**src/rtl/crtt_pkg.sv**
```systemverilog
// ----------------------------------------------------------------------------
// crtt_pkg
// Sizes, codes and the table entry type of the ranked tally table.
// ----------------------------------------------------------------------------
package crtt_pkg;

  // Table geometry: every choice plus one catch-all invalid entry.
  localparam int MAX_CHOICES = 16;
  localparam int TABLE_DEPTH = MAX_CHOICES + 1;
  localparam int IDX_W       = $clog2(TABLE_DEPTH);
  localparam int USED_W      = $clog2(TABLE_DEPTH + 1);
  localparam int ID_W        = 16;
  localparam int CNT_W       = 32;

  // Request operation codes.
  typedef enum logic [1:0] {
    OP_ADD   = 2'd0,
    OP_CLOSE = 2'd1,
    OP_VOTE  = 2'd2,
    OP_READ  = 2'd3
  } opcode_t;

  // Result status codes.
  typedef enum logic [1:0] {
    ST_OK    = 2'd0,
    ST_FULL  = 2'd1,
    ST_EARLY = 2'd2,
    ST_RANGE = 2'd3
  } status_t;

  // One table entry as held in the memory.
  typedef struct packed {
    logic             inv;
    logic [ID_W-1:0]  id;
    logic [CNT_W-1:0] cnt;
  } entry_t;

endpackage

```
**src/rtl/count_ranked_tally_table.sv**
```systemverilog
// ----------------------------------------------------------------------------
// count_ranked_tally_table
// Vote tally table kept in descending count order in a memory with one write and one read port.
// ----------------------------------------------------------------------------
// Requests are handled one at a time; a new request is taken as soon as the
// sequencer is back in idle, even while the previous result still waits in
// the output register. Every request passes through idle and the finish
// step. Add and close go straight from idle to finish, and so does any
// refused request (table full or closed, vote before close, rank out of
// range). An accepted read passes through a read-wait step for the table
// memory. A vote scans the entries (up to entries_used), one read of the
// table memory for each, then bubbles the entry up one rank per read while
// its count exceeds the one above and writes it at its final rank. A vote to
// a saturated count skips the bubble and place steps. The finish step waits
// while an earlier result is still held in the output register.
module count_ranked_tally_table
  import crtt_pkg::*;
(
  input  logic        clk,
  input  logic        rst_n,
  input  logic        in_valid,
  output logic        in_ready,
  input  logic [1:0]  in_opcode,
  input  logic [15:0] in_choice_id,
  input  logic [4:0]  in_rank,
  output logic        out_valid,
  input  logic        out_ready,
  output logic [1:0]  out_status,
  output logic [15:0] out_rank_id,
  output logic        out_rank_is_invalid,
  output logic [31:0] out_rank_votes,
  output logic [31:0] out_total_votes,
  output logic [31:0] out_valid_votes,
  output logic [31:0] out_white_votes,
  output logic [31:0] out_invalid_votes,
  output logic [4:0]  out_entries_used
);

  typedef enum logic [5:0] {
    S_IDLE   = 6'b000001,
    S_RDWAIT = 6'b000010,
    S_SCAN   = 6'b000100,
    S_BUBBLE = 6'b001000,
    S_PLACE  = 6'b010000,
    S_FINISH = 6'b100000
  } state_t;

  // Saturating increment of a count.
  function automatic logic [CNT_W-1:0] sat_inc(input logic [CNT_W-1:0] v);
    sat_inc = (v == '1) ? v : v + CNT_W'(1);
  endfunction

  // Control state.
  state_t            state_r, state_nxt;
  logic [USED_W-1:0] used_r, used_nxt;
  logic              closed_r, closed_nxt;
  logic [CNT_W-1:0]  sum_all_r, sum_all_nxt;
  logic [CNT_W-1:0]  sum_valid_r, sum_valid_nxt;
  logic [CNT_W-1:0]  sum_white_r, sum_white_nxt;
  logic [CNT_W-1:0]  sum_inv_r, sum_inv_nxt;
  logic              out_valid_r, out_valid_nxt;

  // Working registers of the sequencer.
  logic [ID_W-1:0]   id_r, id_nxt;
  logic [IDX_W-1:0]  scan_r, scan_nxt;
  logic [IDX_W-1:0]  inv_idx_r, inv_idx_nxt;
  logic [CNT_W-1:0]  inv_cnt_r, inv_cnt_nxt;
  logic [IDX_W-1:0]  pos_r, pos_nxt;
  entry_t            cur_r, cur_nxt;
  status_t           res_status_r, res_status_nxt;
  logic [ID_W-1:0]   res_id_r, res_id_nxt;
  logic              res_inv_r, res_inv_nxt;
  logic [CNT_W-1:0]  res_votes_r, res_votes_nxt;

  // Output register.
  logic              out_load;
  status_t           out_status_r;
  logic [ID_W-1:0]   out_id_r;
  logic              out_inv_r;
  logic [CNT_W-1:0]  out_votes_r;
  logic [CNT_W-1:0]  out_all_r;
  logic [CNT_W-1:0]  out_valid_sum_r;
  logic [CNT_W-1:0]  out_white_r;
  logic [CNT_W-1:0]  out_inv_sum_r;
  logic [USED_W-1:0] out_used_r;

  // Table memory ports.
  entry_t            mem [TABLE_DEPTH];
  entry_t            rd_data_r;
  logic              mem_we;
  logic [IDX_W-1:0]  mem_waddr;
  entry_t            mem_wdata;
  logic              mem_re;
  logic [IDX_W-1:0]  mem_raddr;

  // Scan helpers.
  logic              scan_match;
  logic              scan_last;
  logic              found;
  logic [IDX_W-1:0]  found_idx;
  entry_t            found_ent;

  assign in_ready = (state_r == S_IDLE);

  // Table memory, one write and one registered read per cycle.
  always_ff @(posedge clk) begin
    if (mem_we) begin
      mem[mem_waddr] <= mem_wdata;
    end
    if (mem_re) begin
      rd_data_r <= mem[mem_raddr];
    end
  end

  // Scan step: a matching valid entry ends the search; at the end of the
  // table the vote falls back to the invalid entry.
  always_comb begin
    scan_match = !rd_data_r.inv && (rd_data_r.id == id_r);
    scan_last  = (USED_W'(scan_r) + USED_W'(1)) >= used_r;
    found      = 1'b0;
    found_idx  = scan_r;
    found_ent  = rd_data_r;
    if (scan_match) begin
      found = 1'b1;
    end else if (scan_last) begin
      found = 1'b1;
      if (!rd_data_r.inv) begin
        found_idx = inv_idx_r;
        found_ent = '{inv: 1'b1, id: '0, cnt: inv_cnt_r};
      end
    end
  end

  // Sequencer.
  always_comb begin
    state_nxt      = state_r;
    used_nxt       = used_r;
    closed_nxt     = closed_r;
    sum_all_nxt    = sum_all_r;
    sum_valid_nxt  = sum_valid_r;
    sum_white_nxt  = sum_white_r;
    sum_inv_nxt    = sum_inv_r;
    id_nxt         = id_r;
    scan_nxt       = scan_r;
    inv_idx_nxt    = inv_idx_r;
    inv_cnt_nxt    = inv_cnt_r;
    pos_nxt        = pos_r;
    cur_nxt        = cur_r;
    res_status_nxt = res_status_r;
    res_id_nxt     = res_id_r;
    res_inv_nxt    = res_inv_r;
    res_votes_nxt  = res_votes_r;
    mem_we         = 1'b0;
    mem_waddr      = pos_r;
    mem_wdata      = cur_r;
    mem_re         = 1'b0;
    mem_raddr      = '0;
    out_load       = 1'b0;

    unique case (state_r)
      S_IDLE: begin
        if (in_valid) begin
          res_status_nxt = ST_OK;
          res_id_nxt     = '0;
          res_inv_nxt    = 1'b0;
          res_votes_nxt  = '0;
          id_nxt         = in_choice_id;
          state_nxt      = S_FINISH;
          unique case (opcode_t'(in_opcode))
            OP_ADD: begin
              if (closed_r || used_r >= USED_W'(MAX_CHOICES)) begin
                res_status_nxt = ST_FULL;
              end else begin
                mem_we    = 1'b1;
                mem_waddr = IDX_W'(used_r);
                mem_wdata = '{inv: 1'b0, id: in_choice_id, cnt: '0};
                used_nxt  = used_r + USED_W'(1);
              end
            end
            OP_CLOSE: begin
              if (closed_r || used_r >= USED_W'(TABLE_DEPTH)) begin
                res_status_nxt = ST_FULL;
              end else begin
                mem_we     = 1'b1;
                mem_waddr  = IDX_W'(used_r);
                mem_wdata  = '{inv: 1'b1, id: '0, cnt: '0};
                used_nxt   = used_r + USED_W'(1);
                closed_nxt = 1'b1;
              end
            end
            OP_VOTE: begin
              if (!closed_r) begin
                res_status_nxt = ST_EARLY;
              end else begin
                mem_re    = 1'b1;
                mem_raddr = '0;
                scan_nxt  = '0;
                state_nxt = S_SCAN;
              end
            end
            OP_READ: begin
              if (USED_W'(in_rank) >= used_r) begin
                res_status_nxt = ST_RANGE;
              end else begin
                mem_re    = 1'b1;
                mem_raddr = IDX_W'(in_rank);
                state_nxt = S_RDWAIT;
              end
            end
          endcase
        end
      end

      // Read data of the requested rank is back.
      S_RDWAIT: begin
        res_inv_nxt   = rd_data_r.inv;
        res_id_nxt    = rd_data_r.inv ? '0 : rd_data_r.id;
        res_votes_nxt = rd_data_r.cnt;
        state_nxt     = S_FINISH;
      end

      // Walk the table for the voted id, noting the invalid entry on the way.
      S_SCAN: begin
        if (found) begin
          if (found_ent.cnt == '1) begin
            state_nxt = S_FINISH;
          end else begin
            cur_nxt     = found_ent;
            cur_nxt.cnt = found_ent.cnt + CNT_W'(1);
            pos_nxt     = found_idx;
            sum_all_nxt = sat_inc(sum_all_r);
            if (found_ent.inv) begin
              sum_inv_nxt = sat_inc(sum_inv_r);
            end else begin
              sum_valid_nxt = sat_inc(sum_valid_r);
              if (found_ent.id == '0) begin
                sum_white_nxt = sat_inc(sum_white_r);
              end
            end
            if (found_idx == '0) begin
              state_nxt = S_PLACE;
            end else begin
              mem_re    = 1'b1;
              mem_raddr = found_idx - IDX_W'(1);
              state_nxt = S_BUBBLE;
            end
          end
        end else begin
          if (rd_data_r.inv) begin
            inv_idx_nxt = scan_r;
            inv_cnt_nxt = rd_data_r.cnt;
          end
          scan_nxt  = scan_r + IDX_W'(1);
          mem_re    = 1'b1;
          mem_raddr = scan_r + IDX_W'(1);
        end
      end

      // The predecessor moves down one rank while the voted count exceeds it.
      S_BUBBLE: begin
        mem_we    = 1'b1;
        mem_waddr = pos_r;
        if (cur_r.cnt > rd_data_r.cnt) begin
          mem_wdata = rd_data_r;
          pos_nxt   = pos_r - IDX_W'(1);
          if (pos_r == IDX_W'(1)) begin
            state_nxt = S_PLACE;
          end else begin
            mem_re    = 1'b1;
            mem_raddr = pos_r - IDX_W'(2);
          end
        end else begin
          mem_wdata = cur_r;
          state_nxt = S_FINISH;
        end
      end

      // Write the voted entry at its final rank.
      S_PLACE: begin
        mem_we    = 1'b1;
        mem_waddr = pos_r;
        mem_wdata = cur_r;
        state_nxt = S_FINISH;
      end

      // Hand the result over once the output register is free.
      S_FINISH: begin
        if (!out_valid_r || out_ready) begin
          out_load  = 1'b1;
          state_nxt = S_IDLE;
        end
      end

      default: begin
        state_nxt = S_IDLE;
      end
    endcase
  end

  // Output register valid flag.
  always_comb begin
    out_valid_nxt = out_valid_r && !out_ready;
    if (out_load) begin
      out_valid_nxt = 1'b1;
    end
  end

  // Control registers.
  always_ff @(posedge clk) begin
    if (!rst_n) begin
      state_r     <= S_IDLE;
      used_r      <= '0;
      closed_r    <= 1'b0;
      sum_all_r   <= '0;
      sum_valid_r <= '0;
      sum_white_r <= '0;
      sum_inv_r   <= '0;
      out_valid_r <= 1'b0;
    end else begin
      state_r     <= state_nxt;
      used_r      <= used_nxt;
      closed_r    <= closed_nxt;
      sum_all_r   <= sum_all_nxt;
      sum_valid_r <= sum_valid_nxt;
      sum_white_r <= sum_white_nxt;
      sum_inv_r   <= sum_inv_nxt;
      out_valid_r <= out_valid_nxt;
    end
  end

  // Working and payload registers.
  always_ff @(posedge clk) begin
    id_r         <= id_nxt;
    scan_r       <= scan_nxt;
    inv_idx_r    <= inv_idx_nxt;
    inv_cnt_r    <= inv_cnt_nxt;
    pos_r        <= pos_nxt;
    cur_r        <= cur_nxt;
    res_status_r <= res_status_nxt;
    res_id_r     <= res_id_nxt;
    res_inv_r    <= res_inv_nxt;
    res_votes_r  <= res_votes_nxt;
    if (out_load) begin
      out_status_r    <= res_status_r;
      out_id_r        <= res_id_r;
      out_inv_r       <= res_inv_r;
      out_votes_r     <= res_votes_r;
      out_all_r       <= sum_all_r;
      out_valid_sum_r <= sum_valid_r;
      out_white_r     <= sum_white_r;
      out_inv_sum_r   <= sum_inv_r;
      out_used_r      <= used_r;
    end
  end

  assign out_valid           = out_valid_r;
  assign out_status          = out_status_r;
  assign out_rank_id         = out_id_r;
  assign out_rank_is_invalid = out_inv_r;
  assign out_rank_votes      = out_votes_r;
  assign out_total_votes     = out_all_r;
  assign out_valid_votes     = out_valid_sum_r;
  assign out_white_votes     = out_white_r;
  assign out_invalid_votes   = out_inv_sum_r;
  assign out_entries_used    = 5'(out_used_r);

endmodule

```
**config.mk**
```make
export PLATFORM = sky130hd
export DESIGN_NAME = count_ranked_tally_table
export DESIGN_NICKNAME = d
export VERILOG_FILES = /design/src/rtl/crtt_pkg.sv /design/src/rtl/count_ranked_tally_table.sv
export SDC_FILE = /design/constraint.sdc
export NUM_CORES = 2
export LEC_CHECK = 0
export BUFFER_PORTS_ARGS = -buffer_cell sky130_fd_sc_hd__clkbuf_2
export CAP_MARGIN = 10
export CORE_MARGIN = 4
export CORE_UTILIZATION = 45
export DETAILED_ROUTE_END_ITERATION = 10
export MAX_ROUTING_LAYER = met4
export PLACE_DENSITY = 0.64
export SKIP_LAST_GASP = 1
export SYNTH_ARGS = -nofsm -noshare
export SYNTH_HDL_FRONTEND = slang
export SYNTH_SLANG_ARGS = --single-unit
```
**constraint.sdc**
```tcl
create_clock -name clk -period 10.2 [get_ports clk]
set_input_delay 2.04 -clock clk [delete_from_list [all_inputs] [get_ports clk]]
set_output_delay 2.04 -clock clk [all_outputs]
set_load 0.02 [all_outputs]
```
==> flow_metrics.tcl <==
set metrics [dict create \
    worstPathMaxFanout 68 \
    cp.required_ns 10.69 \
    ff2ff_setup_slack_ns 2.36 \
    cts_hold_buf 0 \
    p_total_mw 11.7 \
    min_from "res_votes_r[30]$_SDFFCE_PN0P_" \
    ys_async_sr_fraction 0 \
    period_needed_ns 7.84 \
    synthFlopType "edfxtp_1" \
    min_delay_path_depth 0 \
    vias_per_cell 5.79 \
    slew_headroom 0.193 \
    num_vias 34322 \
    nNetsFinal 4267 \
    rsz0062_at_grt "false" \
    dieHeight_microns 360 \
    rr_worst_depth 25 \
    insertion_delay_ns 0.75 \
    cts-root-buf "clkbuf_16" \
    synth.distinct_cells 79 \
    syn_inst 3989 \
    final_common_cell "edfxtp_1" \
    path_clk_slew_ns 0.07 \
    seq_area_sq_um 39700 \
    cts_setup_buffers 0 \
    htree_levels 4 \
    ctsResizeCount 0 \
    multi_input_area_sq_um 15100 \
    drv_cap 0 \
    dp_hpwl_mm 79.5 \
    postLayoutCoreUtil 0.511 \
    grt_pass1_wl_mm 212 \
    peakVddDrop_mv 0.180 \
    grt_usage 0.221 \
    io_buffer_count 212 \
    final_max_slew_viol_count 0 \
    synth.avg_cell_area_sq_um 14.0 \
    rows 129 \
    clk_path_buf_depth 3 \
    critical_path_arrival_ns 8.33 \
    path_class "reg -> reg" \
    yosys_warnings 0 \
    fin_tns_setup_ns 0 \
    place_inst 5682 \
    core-area_sq_um 123000 \
    setup_slack_ns 2.36 \
    p_leak_nw 21.5 \
    routed_wl_mm 142 \
    io_pins 213 \
    diodes 0 \
    dieWidth_microns 360 \
    synth_edf_count 1229 \
    yosysSeqAreaShare 0.711 \
    worstReg2RegStart "scan_r[0]$_SDFFCE_PN0P_" \
    area_growth_syn_to_layout_pct 12.9 \
    netlist_area_sq_um 55900 \
    cts_tree "built" \
    stdcell_count 5931 \
    grt_max_degree 154 \
    fill_cells 10269 \
    start_kind "register" \
    wl_per_cell_microns 24.0 \
    setup_violations 0 \
    numCtsBuffers 136 \
    synth_nets 4072 \
    grt-ovfl-total 0 \
    hp-class "reg -> reg" \
    hold_viol_final 0 \
    drc 0 \
    drive_gt1_frac 0.129 \
    dr.pass1.iters 5 \
    r2r-end "rd_data_r[26]$_DFFE_PP_" \
    hold_end "out_rank_votes[30]$_DFFE_PP_" \
    status "completed" \
    ant_nets 0 \
    grt_pass1_vias 33008 \
    ys_ff_latch 1370 \
    worst_pin_slew_ns 1.21 \
    antenna_found_initial 2 \
    gp_congestion 0.891 \
    drt_iter0_drc 3410 \
    max_freq_mhz 128 \
    cellPowerDensity_nw_per_um2 186 \
    final_cell_mix "edfxtp_1 (1229), nand2_1 (476), clkbuf_2 (211), and3_1 (201), a211oi_1 (196)" \
    pre_cts_ws_ns 2.39 \
    final.period_utilization 0.769 \
    start_util 0.453 \
    fin_skew_ns 0.0244 \
    die_area_sq_um 130000 \
    end_kind "register" \
    cts.sinks 1370 \
]
==> cell usage after synthesis (6+ instances only) <==
cell      count  share of area
buf_1         9        0.00060
dfxtp_1     141          0.051
mux2i_1     129          0.023
a21oi_1      40         0.0036
nand2b_1     10         0.0011
a21o_1        6        0.00081
nor3_1       38         0.0034
o22ai_1      49         0.0055
edfxtp_1   1229           0.66
a31oi_1      56         0.0063
nor4_1       17         0.0019
or3_1        22         0.0025
mux2_2        9         0.0018
o211ai_1      8         0.0011
buf_4         7        0.00094
and4_1       17         0.0027
nand4_1      55         0.0062
xnor2_1     122          0.019
and2_1      132          0.015
a311oi_1     95          0.015
nor2_1      173          0.012
a21boi_0     21         0.0028
nand3_1      72         0.0064
a211oi_1    197          0.026
a221o_1      15         0.0027
ha_1         56          0.013
o21ai_0      74         0.0066
clkbuf_1    175          0.012
inv_1        64         0.0043
xor2_1       64          0.010
and3_1      201          0.023
buf_2        44         0.0039
nand2_1     482          0.032
nor2b_1      35         0.0039
o32ai_1      48         0.0075
==> state kept, by name, summed over array words and instances (netlist names), 6 cells and up <==
name	cells
mem	833
out_total_votes	32
out_invalid_votes	32
out_valid_votes	32
out_white_votes	32
id_r	16
res_id_r	16
sum_valid_r	32
sum_white_r	32
state_r	6
sum_inv_r	32
sum_all_r	32
out_rank_votes	32
out_rank_id	16
cur_r	49
inv_cnt_r	32
res_votes_r	32
rd_data_r	49
==> layer usage <==
| metal | share of wire | wire (microns) | global-route usage | vias to the layer above |
|---|---|---|---|---|
| li1 | - | - | - | 15583 |
| met1 | 0.42 | 59300 | 0.293 | 17155 |
| met2 | 0.48 | 67600 | 0.351 | 1353 |
| met3 | 0.080 | 11400 | 0.0393 | 231 |
| met4 | 0.028 | 3930 | 0.0696 | 0 |
| met5 | 0 | 0 | - | - |
==> power breakdown <==
part,total [mW],internal [mW],switching [mW]
sequential,6.36,6.30,0.0565
clock,4.78,2.72,2.07
combinational,0.587,0.152,0.435
==> cells by family (layout without fill, tap and decap cells) <==
| group | count (synthesis) | after routing | share of synthesized area |
|---|---|---|---|
| buf+inv | 304 | 609 | 0.0224 |
| simple gates | 1287 | 1287 | 0.115 |
| mux | 140 | 140 | 0.0254 |
| compound gates | 646 | 646 | 0.0842 |
| xor+xnor | 186 | 186 | 0.0292 |
| fa+ha+maj | 56 | 56 | 0.0125 |
| flops | 1370 | 1370 | 0.711 |
==> metrics by stage <==
step / instance area (sq um) / hold slack (ns)
after floorplan: 55900 / 0.400
after global placement: 58900 / 0.402
after detailed placement: 58900 / 0.405
after CTS: 63100 / 0.413
after global routing: 63100 / 0.417
final: 63100 / 0.417
==> how the worst max path moves through the flow <==
stage,cells past startpoint,from,endpoint
6_report,25,scan_r[0]$_SDFFCE_PN0P_,rd_data_r[26]$_DFFE_PP_
2_1_floorplan,2,out_ready,out_entries_used[0]$_DFFE_PP_
3_3_place_gp,25,scan_r[0]$_SDFFCE_PN0P_,rd_data_r[23]$_DFFE_PP_
3_5_place_dp,25,scan_r[0]$_SDFFCE_PN0P_,rd_data_r[26]$_DFFE_PP_
5_1_grt,25,scan_r[0]$_SDFFCE_PN0P_,rd_data_r[26]$_DFFE_PP_
4_1_cts,25,scan_r[0]$_SDFFCE_PN0P_,rd_data_r[26]$_DFFE_PP_
==> final cells by class <==
class,instances,area share
clock buffer,177,0.0580
clock inverter,71,0.00894
inverter,65,0.00387
multi-input combinational,2315,0.239
sequential,1370,0.630
tap,1637,0.0325
timing repair buffer,296,0.0277
==> worst max-delay path: stages, from the launching register on <==
cell       delay (ns)
edfxtp_1         0.48
ha_1             0.24
nand3_1          0.10
xnor2_1          0.18
ha_1             0.31
and4_1           0.20
a21oi_1          0.09
nor2b_1          0.19
a211oi_4         0.18
buf_4            0.61
mux2i_1          0.31
inv_1            0.11
ha_1             0.22
nand3_1          0.18
nor4_1           0.40
nand4_1          0.25
or2_0            0.31
o2111ai_2        0.24
inv_2            0.09
buf_4            0.38
a21oi_4          0.24
buf_4            0.79
nand2_2          0.42
buf_4            0.47
o32ai_1          0.41
nor2_1           0.08
(Power assumes the default switching activity.)
